$ cat src/rtl/sts_pkg.sv
// Shared types, constants and lookup functions for the sphere triangle subdivider.
package sts_pkg;

  localparam int COORD_W        = 16;
  localparam int SUM_W          = COORD_W + 1;
  localparam int LEN_W          = 2 * SUM_W + 2;
  localparam int ROOT_W         = SUM_W;
  localparam int SQRT_STEPS     = LEN_W / 2;
  localparam int OUT_INDEX_W    = 32;
  localparam int FRAC_BITS_DEF  = 14;
  localparam int INDEX_BITS_DEF = 32;
  localparam int VERTS_PER_TRI  = 3;
  localparam int VERTS_PER_ITEM = 12;

  // point slots: corners then midpoints
  localparam logic [2:0] PT_A   = 3'd0;
  localparam logic [2:0] PT_B   = 3'd1;
  localparam logic [2:0] PT_C   = 3'd2;
  localparam logic [2:0] PT_M01 = 3'd3;
  localparam logic [2:0] PT_M12 = 3'd4;
  localparam logic [2:0] PT_M02 = 3'd5;

  localparam logic [1:0] EDGE_AB = 2'd0;
  localparam logic [1:0] EDGE_BC = 2'd1;
  localparam logic [1:0] EDGE_AC = 2'd2;
  localparam logic [1:0] AXIS_Z  = 2'd2;
  localparam logic [1:0] TRI_LAST = 2'd3;

  typedef struct packed {
    logic       load;
    logic       sq_en;
    logic       sq_first;
    logic       root_init;
    logic       root_step;
    logic       div_init;
    logic       div_step;
    logic       div_store;
    logic       emit;
    logic [1:0] edge_sel;
    logic [1:0] axis;
    logic [1:0] tri_idx;
  } sts_cmd_t;

  typedef struct packed {
    logic out_free;
  } sts_stat_t;

  function automatic logic [1:0] edge_first(input logic [1:0] e);
    edge_first = (e == EDGE_BC) ? 2'd1 : 2'd0;
  endfunction

  function automatic logic [1:0] edge_second(input logic [1:0] e);
    edge_second = (e == EDGE_AB) ? 2'd1 : 2'd2;
  endfunction

  // corner slots of each output triangle, {p, q, r}
  function automatic logic [8:0] tri_corners(input logic [1:0] t);
    unique case (t)
      2'd0:    tri_corners = {PT_A,   PT_M01, PT_M02};
      2'd1:    tri_corners = {PT_M01, PT_B,   PT_M12};
      2'd2:    tri_corners = {PT_M01, PT_M12, PT_M02};
      default: tri_corners = {PT_M02, PT_M12, PT_C};
    endcase
  endfunction

endpackage

$ cat src/rtl/sts_ctrl.sv
// Sequencer for the subdivider: squares, root, divisions, then four emits.
module sts_ctrl
  import sts_pkg::*;
#(
  parameter int FRAC_BITS = FRAC_BITS_DEF
) (
  input  logic      clk,
  input  logic      rst,
  input  logic      in_valid,
  output logic      in_ready,
  input  sts_stat_t stat,
  output sts_cmd_t  cmd
);

  localparam int DIV_STEPS = FRAC_BITS + 1;
  localparam int CW = $clog2(DIV_STEPS + SQRT_STEPS + 2);

  typedef enum logic [4:0] {
    S_IDLE = 5'b00001,
    S_SQ   = 5'b00010,
    S_ROOT = 5'b00100,
    S_DIV  = 5'b01000,
    S_EMIT = 5'b10000
  } state_t;

  state_t        state, state_next;
  logic [1:0]    edge_sel, edge_sel_next;
  logic [1:0]    axis, axis_next;
  logic [1:0]    tri_idx, tri_idx_next;
  logic [CW-1:0] cnt, cnt_next;

  assign in_ready = (state == S_IDLE);

  always_comb begin
    state_next    = state;
    edge_sel_next = edge_sel;
    axis_next     = axis;
    tri_idx_next  = tri_idx;
    cnt_next      = cnt;
    cmd           = '0;
    cmd.edge_sel  = edge_sel;
    cmd.axis      = axis;
    cmd.tri_idx   = tri_idx;
    unique case (state)
      S_IDLE: begin
        if (in_valid) begin
          cmd.load      = 1'b1;
          edge_sel_next = EDGE_AB;
          axis_next     = '0;
          state_next    = S_SQ;
        end
      end
      S_SQ: begin
        cmd.sq_en    = 1'b1;
        cmd.sq_first = (axis == '0);
        if (axis == AXIS_Z) begin
          axis_next  = '0;
          cnt_next   = '0;
          state_next = S_ROOT;
        end else begin
          axis_next = axis + 2'd1;
        end
      end
      S_ROOT: begin
        cmd.root_init = (cnt == '0);
        cmd.root_step = (cnt != '0);
        if (cnt == CW'(SQRT_STEPS)) begin
          cnt_next   = '0;
          state_next = S_DIV;
        end else begin
          cnt_next = cnt + 1'b1;
        end
      end
      S_DIV: begin
        cmd.div_init  = (cnt == '0);
        cmd.div_step  = (cnt != '0) && (cnt <= CW'(DIV_STEPS));
        cmd.div_store = (cnt == CW'(DIV_STEPS + 1));
        if (cnt == CW'(DIV_STEPS + 1)) begin
          cnt_next = '0;
          if (axis == AXIS_Z) begin
            axis_next = '0;
            if (edge_sel == EDGE_AC) begin
              tri_idx_next = '0;
              state_next   = S_EMIT;
            end else begin
              edge_sel_next = edge_sel + 2'd1;
              state_next    = S_SQ;
            end
          end else begin
            axis_next = axis + 2'd1;
          end
        end else begin
          cnt_next = cnt + 1'b1;
        end
      end
      S_EMIT: begin
        if (stat.out_free) begin
          cmd.emit     = 1'b1;
          tri_idx_next = tri_idx + 2'd1;
          if (tri_idx == TRI_LAST) state_next = S_IDLE;
        end
      end
      default: state_next = S_IDLE;
    endcase
  end

  always_ff @(posedge clk) begin
    if (rst) begin
      state    <= S_IDLE;
      edge_sel <= '0;
      axis     <= '0;
      tri_idx  <= '0;
      cnt      <= '0;
    end else begin
      state    <= state_next;
      edge_sel <= edge_sel_next;
      axis     <= axis_next;
      tri_idx  <= tri_idx_next;
      cnt      <= cnt_next;
    end
  end

endmodule

$ cat src/rtl/sts_dp.sv
// Datapath: corner store, squared length, bitwise root, restoring divide, output regs.
module sts_dp
  import sts_pkg::*;
#(
  parameter int FRAC_BITS  = FRAC_BITS_DEF,
  parameter int INDEX_BITS = INDEX_BITS_DEF
) (
  input  logic                      clk,
  input  logic                      rst,
  input  sts_cmd_t                  cmd,
  output sts_stat_t                 stat,
  input  logic                      start_pass,
  input  logic signed [COORD_W-1:0] a_x, a_y, a_z,
  input  logic signed [COORD_W-1:0] b_x, b_y, b_z,
  input  logic signed [COORD_W-1:0] c_x, c_y, c_z,
  output logic                      out_valid,
  input  logic                      out_ready,
  output logic signed [COORD_W-1:0] p_x, p_y, p_z,
  output logic signed [COORD_W-1:0] q_x, q_y, q_z,
  output logic signed [COORD_W-1:0] r_x, r_y, r_z,
  output logic [OUT_INDEX_W-1:0]    first_index,
  output logic                      last
);

  localparam int QB = FRAC_BITS + 1;
  localparam int NW = SUM_W + FRAC_BITS + 2;
  localparam int DW = NW - QB;

  logic signed [COORD_W-1:0] vtx [3][3];
  logic signed [COORD_W-1:0] mid [3][3];
  logic signed [COORD_W-1:0] pts [6][3];

  logic signed [COORD_W-1:0] cu, cw;
  logic signed [SUM_W-1:0]   sum;
  logic [SUM_W-1:0]          mag;
  logic [2*SUM_W-1:0]        sq;
  logic [LEN_W-1:0]          len2;

  logic [LEN_W-1:0] sn, sres, sbit;
  logic [LEN_W:0]   strial;
  logic             sge;
  logic [ROOT_W-1:0] root;

  logic [NW-1:0] numer;
  logic [DW-1:0] dvsr, rem;
  logic [QB-1:0] nlo, quo, qsat;
  logic [DW:0]   dtrial, ddiff;
  logic          dge;
  logic signed [63:0] qsigned;

  logic [INDEX_BITS-1:0] base, next_idx, idx_start;
  logic [8:0]            corners;

  always_comb begin
    cu  = vtx[edge_first(cmd.edge_sel)][cmd.axis];
    cw  = vtx[edge_second(cmd.edge_sel)][cmd.axis];
    sum = {cu[COORD_W-1], cu} + {cw[COORD_W-1], cw};
    mag = sum[SUM_W-1] ? SUM_W'(-sum) : SUM_W'(sum);
    sq  = mag * mag;
  end

  always_comb begin
    strial = {1'b0, sres} + {1'b0, sbit};
    sge    = {1'b0, sn} >= strial;
    root   = sres[ROOT_W-1:0];
  end

  always_comb begin
    numer   = {mag, {QB{1'b0}}} + NW'(root);
    dvsr    = {root, 1'b0};
    dtrial  = {rem, nlo[QB-1]};
    dge     = dtrial >= {1'b0, dvsr};
    ddiff   = dtrial - {1'b0, dvsr};
    qsat    = (quo > (QB'(1) << FRAC_BITS)) ? (QB'(1) << FRAC_BITS) : quo;
    qsigned = sum[SUM_W-1] ? -$signed(64'(qsat)) : $signed(64'(qsat));
  end

  always_comb begin
    for (int k = 0; k < 3; k++) begin
      pts[0][k] = vtx[0][k];
      pts[1][k] = vtx[1][k];
      pts[2][k] = vtx[2][k];
      pts[3][k] = mid[0][k];
      pts[4][k] = mid[1][k];
      pts[5][k] = mid[2][k];
    end
    corners = tri_corners(cmd.tri_idx);
  end

  assign idx_start = start_pass ? '0 : next_idx;
  assign stat.out_free = !out_valid || out_ready;

  // payload
  always_ff @(posedge clk) begin
    if (cmd.load) begin
      vtx[0][0] <= a_x; vtx[0][1] <= a_y; vtx[0][2] <= a_z;
      vtx[1][0] <= b_x; vtx[1][1] <= b_y; vtx[1][2] <= b_z;
      vtx[2][0] <= c_x; vtx[2][1] <= c_y; vtx[2][2] <= c_z;
      base      <= idx_start;
    end
    if (cmd.sq_en) len2 <= cmd.sq_first ? LEN_W'(sq) : len2 + LEN_W'(sq);
    if (cmd.root_init) begin
      sn   <= len2;
      sres <= '0;
      sbit <= LEN_W'(1) << (LEN_W - 2);
    end else if (cmd.root_step) begin
      if (sge) begin
        sn   <= sn - strial[LEN_W-1:0];
        sres <= (sres >> 1) + sbit;
      end else begin
        sres <= sres >> 1;
      end
      sbit <= sbit >> 2;
    end
    if (cmd.div_init) begin
      rem <= numer[NW-1:QB];
      nlo <= numer[QB-1:0];
      quo <= '0;
    end else if (cmd.div_step) begin
      rem <= dge ? ddiff[DW-1:0] : dtrial[DW-1:0];
      nlo <= nlo << 1;
      quo <= {quo[QB-2:0], dge};
    end
    if (cmd.div_store) begin
      mid[cmd.edge_sel][cmd.axis] <= (root == '0) ? '0 : qsigned[COORD_W-1:0];
    end
    if (cmd.emit) begin
      p_x <= pts[corners[8:6]][0]; p_y <= pts[corners[8:6]][1]; p_z <= pts[corners[8:6]][2];
      q_x <= pts[corners[5:3]][0]; q_y <= pts[corners[5:3]][1]; q_z <= pts[corners[5:3]][2];
      r_x <= pts[corners[2:0]][0]; r_y <= pts[corners[2:0]][1]; r_z <= pts[corners[2:0]][2];
      first_index <= OUT_INDEX_W'(base + INDEX_BITS'(VERTS_PER_TRI) * INDEX_BITS'(cmd.tri_idx));
      last        <= (cmd.tri_idx == TRI_LAST);
    end
  end

  // control
  always_ff @(posedge clk) begin
    if (rst) begin
      next_idx  <= '0;
      out_valid <= 1'b0;
    end else begin
      if (cmd.load) next_idx <= idx_start + INDEX_BITS'(VERTS_PER_ITEM);
      if (cmd.emit) out_valid <= 1'b1;
      else if (out_ready) out_valid <= 1'b0;
    end
  end

endmodule

$ cat src/rtl/sphere_triangle_subdivider.sv
// A request is accepted, computed, then its four triangles are emitted; no new request is
//   taken until the fourth triangle has been emitted. The computation uses the shared
//   bitwise square root (18 steps) and the restoring divider (FRAC_BITS+1 steps).
// Results go out one triangle per cycle while the consumer takes them.
// Reset: synchronous, active high; clears the sequencer, output valid and vertex index.
module sphere_triangle_subdivider
  import sts_pkg::*;
#(
  parameter int FRAC_BITS  = FRAC_BITS_DEF,
  parameter int INDEX_BITS = INDEX_BITS_DEF
) (
  input  logic                      clk,
  input  logic                      rst,
  input  logic                      in_valid,
  output logic                      in_ready,
  input  logic                      start_pass,
  input  logic signed [COORD_W-1:0] a_x,
  input  logic signed [COORD_W-1:0] a_y,
  input  logic signed [COORD_W-1:0] a_z,
  input  logic signed [COORD_W-1:0] b_x,
  input  logic signed [COORD_W-1:0] b_y,
  input  logic signed [COORD_W-1:0] b_z,
  input  logic signed [COORD_W-1:0] c_x,
  input  logic signed [COORD_W-1:0] c_y,
  input  logic signed [COORD_W-1:0] c_z,
  output logic                      out_valid,
  input  logic                      out_ready,
  output logic signed [COORD_W-1:0] p_x,
  output logic signed [COORD_W-1:0] p_y,
  output logic signed [COORD_W-1:0] p_z,
  output logic signed [COORD_W-1:0] q_x,
  output logic signed [COORD_W-1:0] q_y,
  output logic signed [COORD_W-1:0] q_z,
  output logic signed [COORD_W-1:0] r_x,
  output logic signed [COORD_W-1:0] r_y,
  output logic signed [COORD_W-1:0] r_z,
  output logic [OUT_INDEX_W-1:0]    first_index,
  output logic                      last
);

  // sequencer commands and datapath status
  sts_cmd_t  cmd;
  sts_stat_t stat;

  // Sequencer: per edge three squares, root, three divides; then the four triangles.
  sts_ctrl #(.FRAC_BITS(FRAC_BITS)) u_ctrl (
    .clk      (clk),
    .rst      (rst),
    .in_valid (in_valid),
    .in_ready (in_ready),
    .stat     (stat),
    .cmd      (cmd)
  );

  // Datapath holds corners, midpoints, arithmetic units and the output register.
  sts_dp #(.FRAC_BITS(FRAC_BITS), .INDEX_BITS(INDEX_BITS)) u_dp (
    .clk         (clk),
    .rst         (rst),
    .cmd         (cmd),
    .stat        (stat),
    .start_pass  (start_pass),
    .a_x(a_x), .a_y(a_y), .a_z(a_z),
    .b_x(b_x), .b_y(b_y), .b_z(b_z),
    .c_x(c_x), .c_y(c_y), .c_z(c_z),
    .out_valid   (out_valid),
    .out_ready   (out_ready),
    .p_x(p_x), .p_y(p_y), .p_z(p_z),
    .q_x(q_x), .q_y(q_y), .q_z(q_z),
    .r_x(r_x), .r_y(r_y), .r_z(r_z),
    .first_index (first_index),
    .last        (last)
  );

  // one request at a time: the block goes busy right after taking one
  a_busy_after_accept: assert property (@(posedge clk) disable iff (rst)
    in_valid && in_ready |=> !in_ready)
    else $error("input ready after request accepted");

  // returning to idle only once the fourth triangle is presented
  a_idle_after_last: assert property (@(posedge clk) disable iff (rst)
    $rose(in_ready) |-> out_valid && last)
    else $error("idle without last triangle pending");

  // the emit command never overwrites a result still waiting
  a_no_overwrite: assert property (@(posedge clk) disable iff (rst)
    cmd.emit |-> !out_valid || out_ready)
    else $error("result overwritten");

endmodule
$ cat config.mk
export PLATFORM = sky130hd
export DESIGN_NAME = sphere_triangle_subdivider
export DESIGN_NICKNAME = d
export VERILOG_FILES = /design/src/rtl/sts_pkg.sv /design/src/rtl/sts_ctrl.sv /design/src/rtl/sts_dp.sv /design/src/rtl/sphere_triangle_subdivider.sv
export SDC_FILE = /design/constraint.sdc
export NUM_CORES = 2
export LEC_CHECK = 0
export BUFFER_PORTS_ARGS = -buffer_cell sky130_fd_sc_hd__buf_4
export CORE_MARGIN = 4
export CORE_UTILIZATION = 29
export DETAILED_ROUTE_END_ITERATION = 16
export GPL_TIMING_DRIVEN = 0
export MAX_ROUTING_LAYER = met4
export SYNTH_ARGS = -nofsm -noshare
export SYNTH_HDL_FRONTEND = slang
export SYNTH_SLANG_ARGS = --single-unit
$ cat constraint.sdc
create_clock -name clk -period 15.2 [get_ports clk]
set_input_delay 1.52 -clock clk [delete_from_list [all_inputs] [get_ports clk]]
set_output_delay 1.52 -clock clk [all_outputs]
set_load 0.05 [all_outputs]
==> run summary <==
outcome: complete, but fails checks
failing checks: max-capacitance violations, max-slew violations
crit end category: flop
Die Wd: 415 µm
number of synthesized flops with an enable pin: 602
Worst Setup Path Type: flop to flop
WP data arrival: 14760 ps
min cycle time layout: 14310 ps
share of the synthesized area in the top cell type: 37.6%
fin crit share: 94.1%
Synth Register Bits: 721
Post-Place Setup Slack: -751 ps
I/O Pins: 328
Rows: 149
worst hold margin: 491 ps
ranking of synthesized cells by area: edfxtp_1, fa_1, ha_1, mux4_2, dfxtp_1
Worst setup SP type: flop
WP data required: 15650 ps
Synth cell types: 96
dpl hpwl: 125000 µm
Via density: 5.12
CTS Sinks: 721
layout cell share with drive strength beyond 1: 13.8%
register area: 20500 µm²
die height: 415 µm
Final Setup Violations: 0
Critical Path Slowest Stage Cell: xnor2_2
Synth Instances: 4454
initial core utilization: 29.2%
GP Congestion: 0.943
latest clock arrival within the worst-skew pair: 710 ps
Post-Syn Area: 48100 µm²
total track usage: 18.5%
residual DRC count: 0
vias in the first global route: 36702
core area: 165000 µm²
die area: 173000 µm²
routed len/inst: 22.3 µm
largest net degree at the start of global routing: 80
initial antenna violation count: 1
Filler cells: 16602
pins over their slew limit: 10
PnR worst setup slack: 891 ps
yosys warns: 0
Synth Flop Type: edfxtp_1
Critical Path Max Stage Delay: 740 ps
delay-heaviest family, CP: adder cells
DR vias: 36593
first-pass GRT wire length: 235000 µm
slew margin rel.: -3.72%
Area Overhead vs Synth: 17.4%
register area share after synthesis: 42.5%
CTS tree: done
total grt overflow: 0
H-tree depth: 3
Buf/Inv on CP: 11
total of max-cap violations: 1
commonest non-fill, non-tap cells in the layout: edfxtp_1, nand2_1, inv_1
DRT Pass-1 Iters: 6
multi-input logic area: 25500 µm²
Worst Hold Class: flop to flop
clock skew: 41.6 ps
CTS max path bufs: 3
clk root buf: clkbuf_16
Post-Syn Area per Cell: 10.8 µm²
post-route ant nets: 0
Worst Path Max Fanout: 10
Final nets: 5499
final design utilization: 34.2%
Slew @ Worst Pin: 1540 ps
First DRT Iteration DRCs: 3297
most common cell after layout, fill and taps aside: edfxtp_1
RSZ-0062 raised after global routing: no
Fin. Hold Viols: 0
post-CTS setup buffer count: 0
Yosys top cell by area: edfxtp_1
highest clock rate: 69.9 MHz
CTS clk-pin slew, worst paths: 60 ps
Async SR Flop Fraction: 0%
IO Port Bufs: 325
total clock buffers created by CTS: 82
Final Routed Wirelength: 159000 µm
==> worst reg2reg max path: cells and delay by family, from the launching register on <==
family          cells  cell delay, ps
buf+inv            11            2000
compound gates     12            3460
simple gates        7            1460
mux                 2             480
fa+ha+maj          11            5020
xor+xnor            3            1280
flops               1             340
==> routing by layer <==
metal	GRT usage, %	share of wire, %	up-vias
li1	-	-	16736
met1	21.6	39	18036
met2	31.3	49	1470
met3	2.67	6.3	351
met4	9.08	5.3	0
met5	-	0	-
==> Yosys cell counts (9+ instances only) <==
library cell,n
nor3_1,41
nand2b_1,45
mux4_2,126
edfxtp_1,602
o211ai_1,15
nand3_1,55
a21oi_1,177
nand4_1,30
a22o_1,13
mux2i_1,188
or3_1,14
nor2_1,283
and2_1,30
or2_2,9
o22ai_1,71
o31ai_1,14
nand3b_1,9
a21o_1,78
and3_1,29
o21ai_0,353
o21bai_1,23
dfxtp_1,119
nor4_1,15
nand2_1,498
and4_1,10
xor2_1,92
nor2b_1,61
buf_1,27
clkbuf_1,153
o21a_1,20
inv_1,411
ha_1,266
xnor2_1,166
a211oi_1,20
fa_1,198
a31oi_1,45
==> stage by stage <==
step,TNS (ps),instance area [µm²],std cells
2_1_floorplan,0,48200,4464
3_3_place_gp,-5700,53300,6978
3_5_place_dp,-4390,53600,6992
4_1_cts,0,56400,7144
5_1_grt,0,56500,7146
6_report,0,56500,7147
==> path summary, 6_finish.rpt <==
kind,depth (start not counted),slack (ps),endpoint,from
setup / recovery,46,890,u_dp.len2[33],u_ctrl.edge_sel[0]
hold / removal,1,490,u_dp.next_idx[2],u_dp.next_idx[2]
setup reg to reg,46,890,u_dp.len2[33],u_ctrl.edge_sel[0]
hold reg to reg,1,490,u_dp.next_idx[2],u_dp.next_idx[2]
==> flip-flops by register name (all words and copies together) (netlist names), 32 cells and up <==
register and cells:
u_dp.base 32, u_dp.next_idx 32, u_dp.sn 36, u_dp.sres 36, u_dp.vtx 144, u_dp.len2 36, u_dp.first_index 32, u_dp.mid 144
==> cells by family (layout without fill, tap and decap cells) <==
logic type,Yosys count,in the layout,synth area share [%]
other,2,14,0.0156
buffers and inverters,605,1097,4.75
AOI/OAI and AO/OA,916,916,11.6
DFF,721,721,42.5
adders and majority gates,464,464,15.2
and+or+nand+nor,1161,1161,11.1
xor gates and xnor gates,263,263,4.89
muxes,322,322,10.0
==> repair_timing <==
action                                 in CTS  in global routing
endpoints found under the hold margin       0                  0
pin swaps                                   0                  0
gates resized for setup                     4                 20
hold buffers                                0                  0
setup endpoints to repair                  14                 14
==> area by class of cell <==
cell class	count	area share, %
Multi-Input combinational cell	3138	45.1
Sequential cell	721	36.2
Tap cell	2189	4.85
Timing Repair Buffer	340	4.79
Clock buffer	98	3.79
Inverter	418	2.79
Buffer	185	1.30
Clock inverter	56	1.14
Antenna cell	2	0.00886
Power is left out: the tool's default activity adds up to more than one toggle a clock period on the data nets, which glitch-free logic cannot reach.
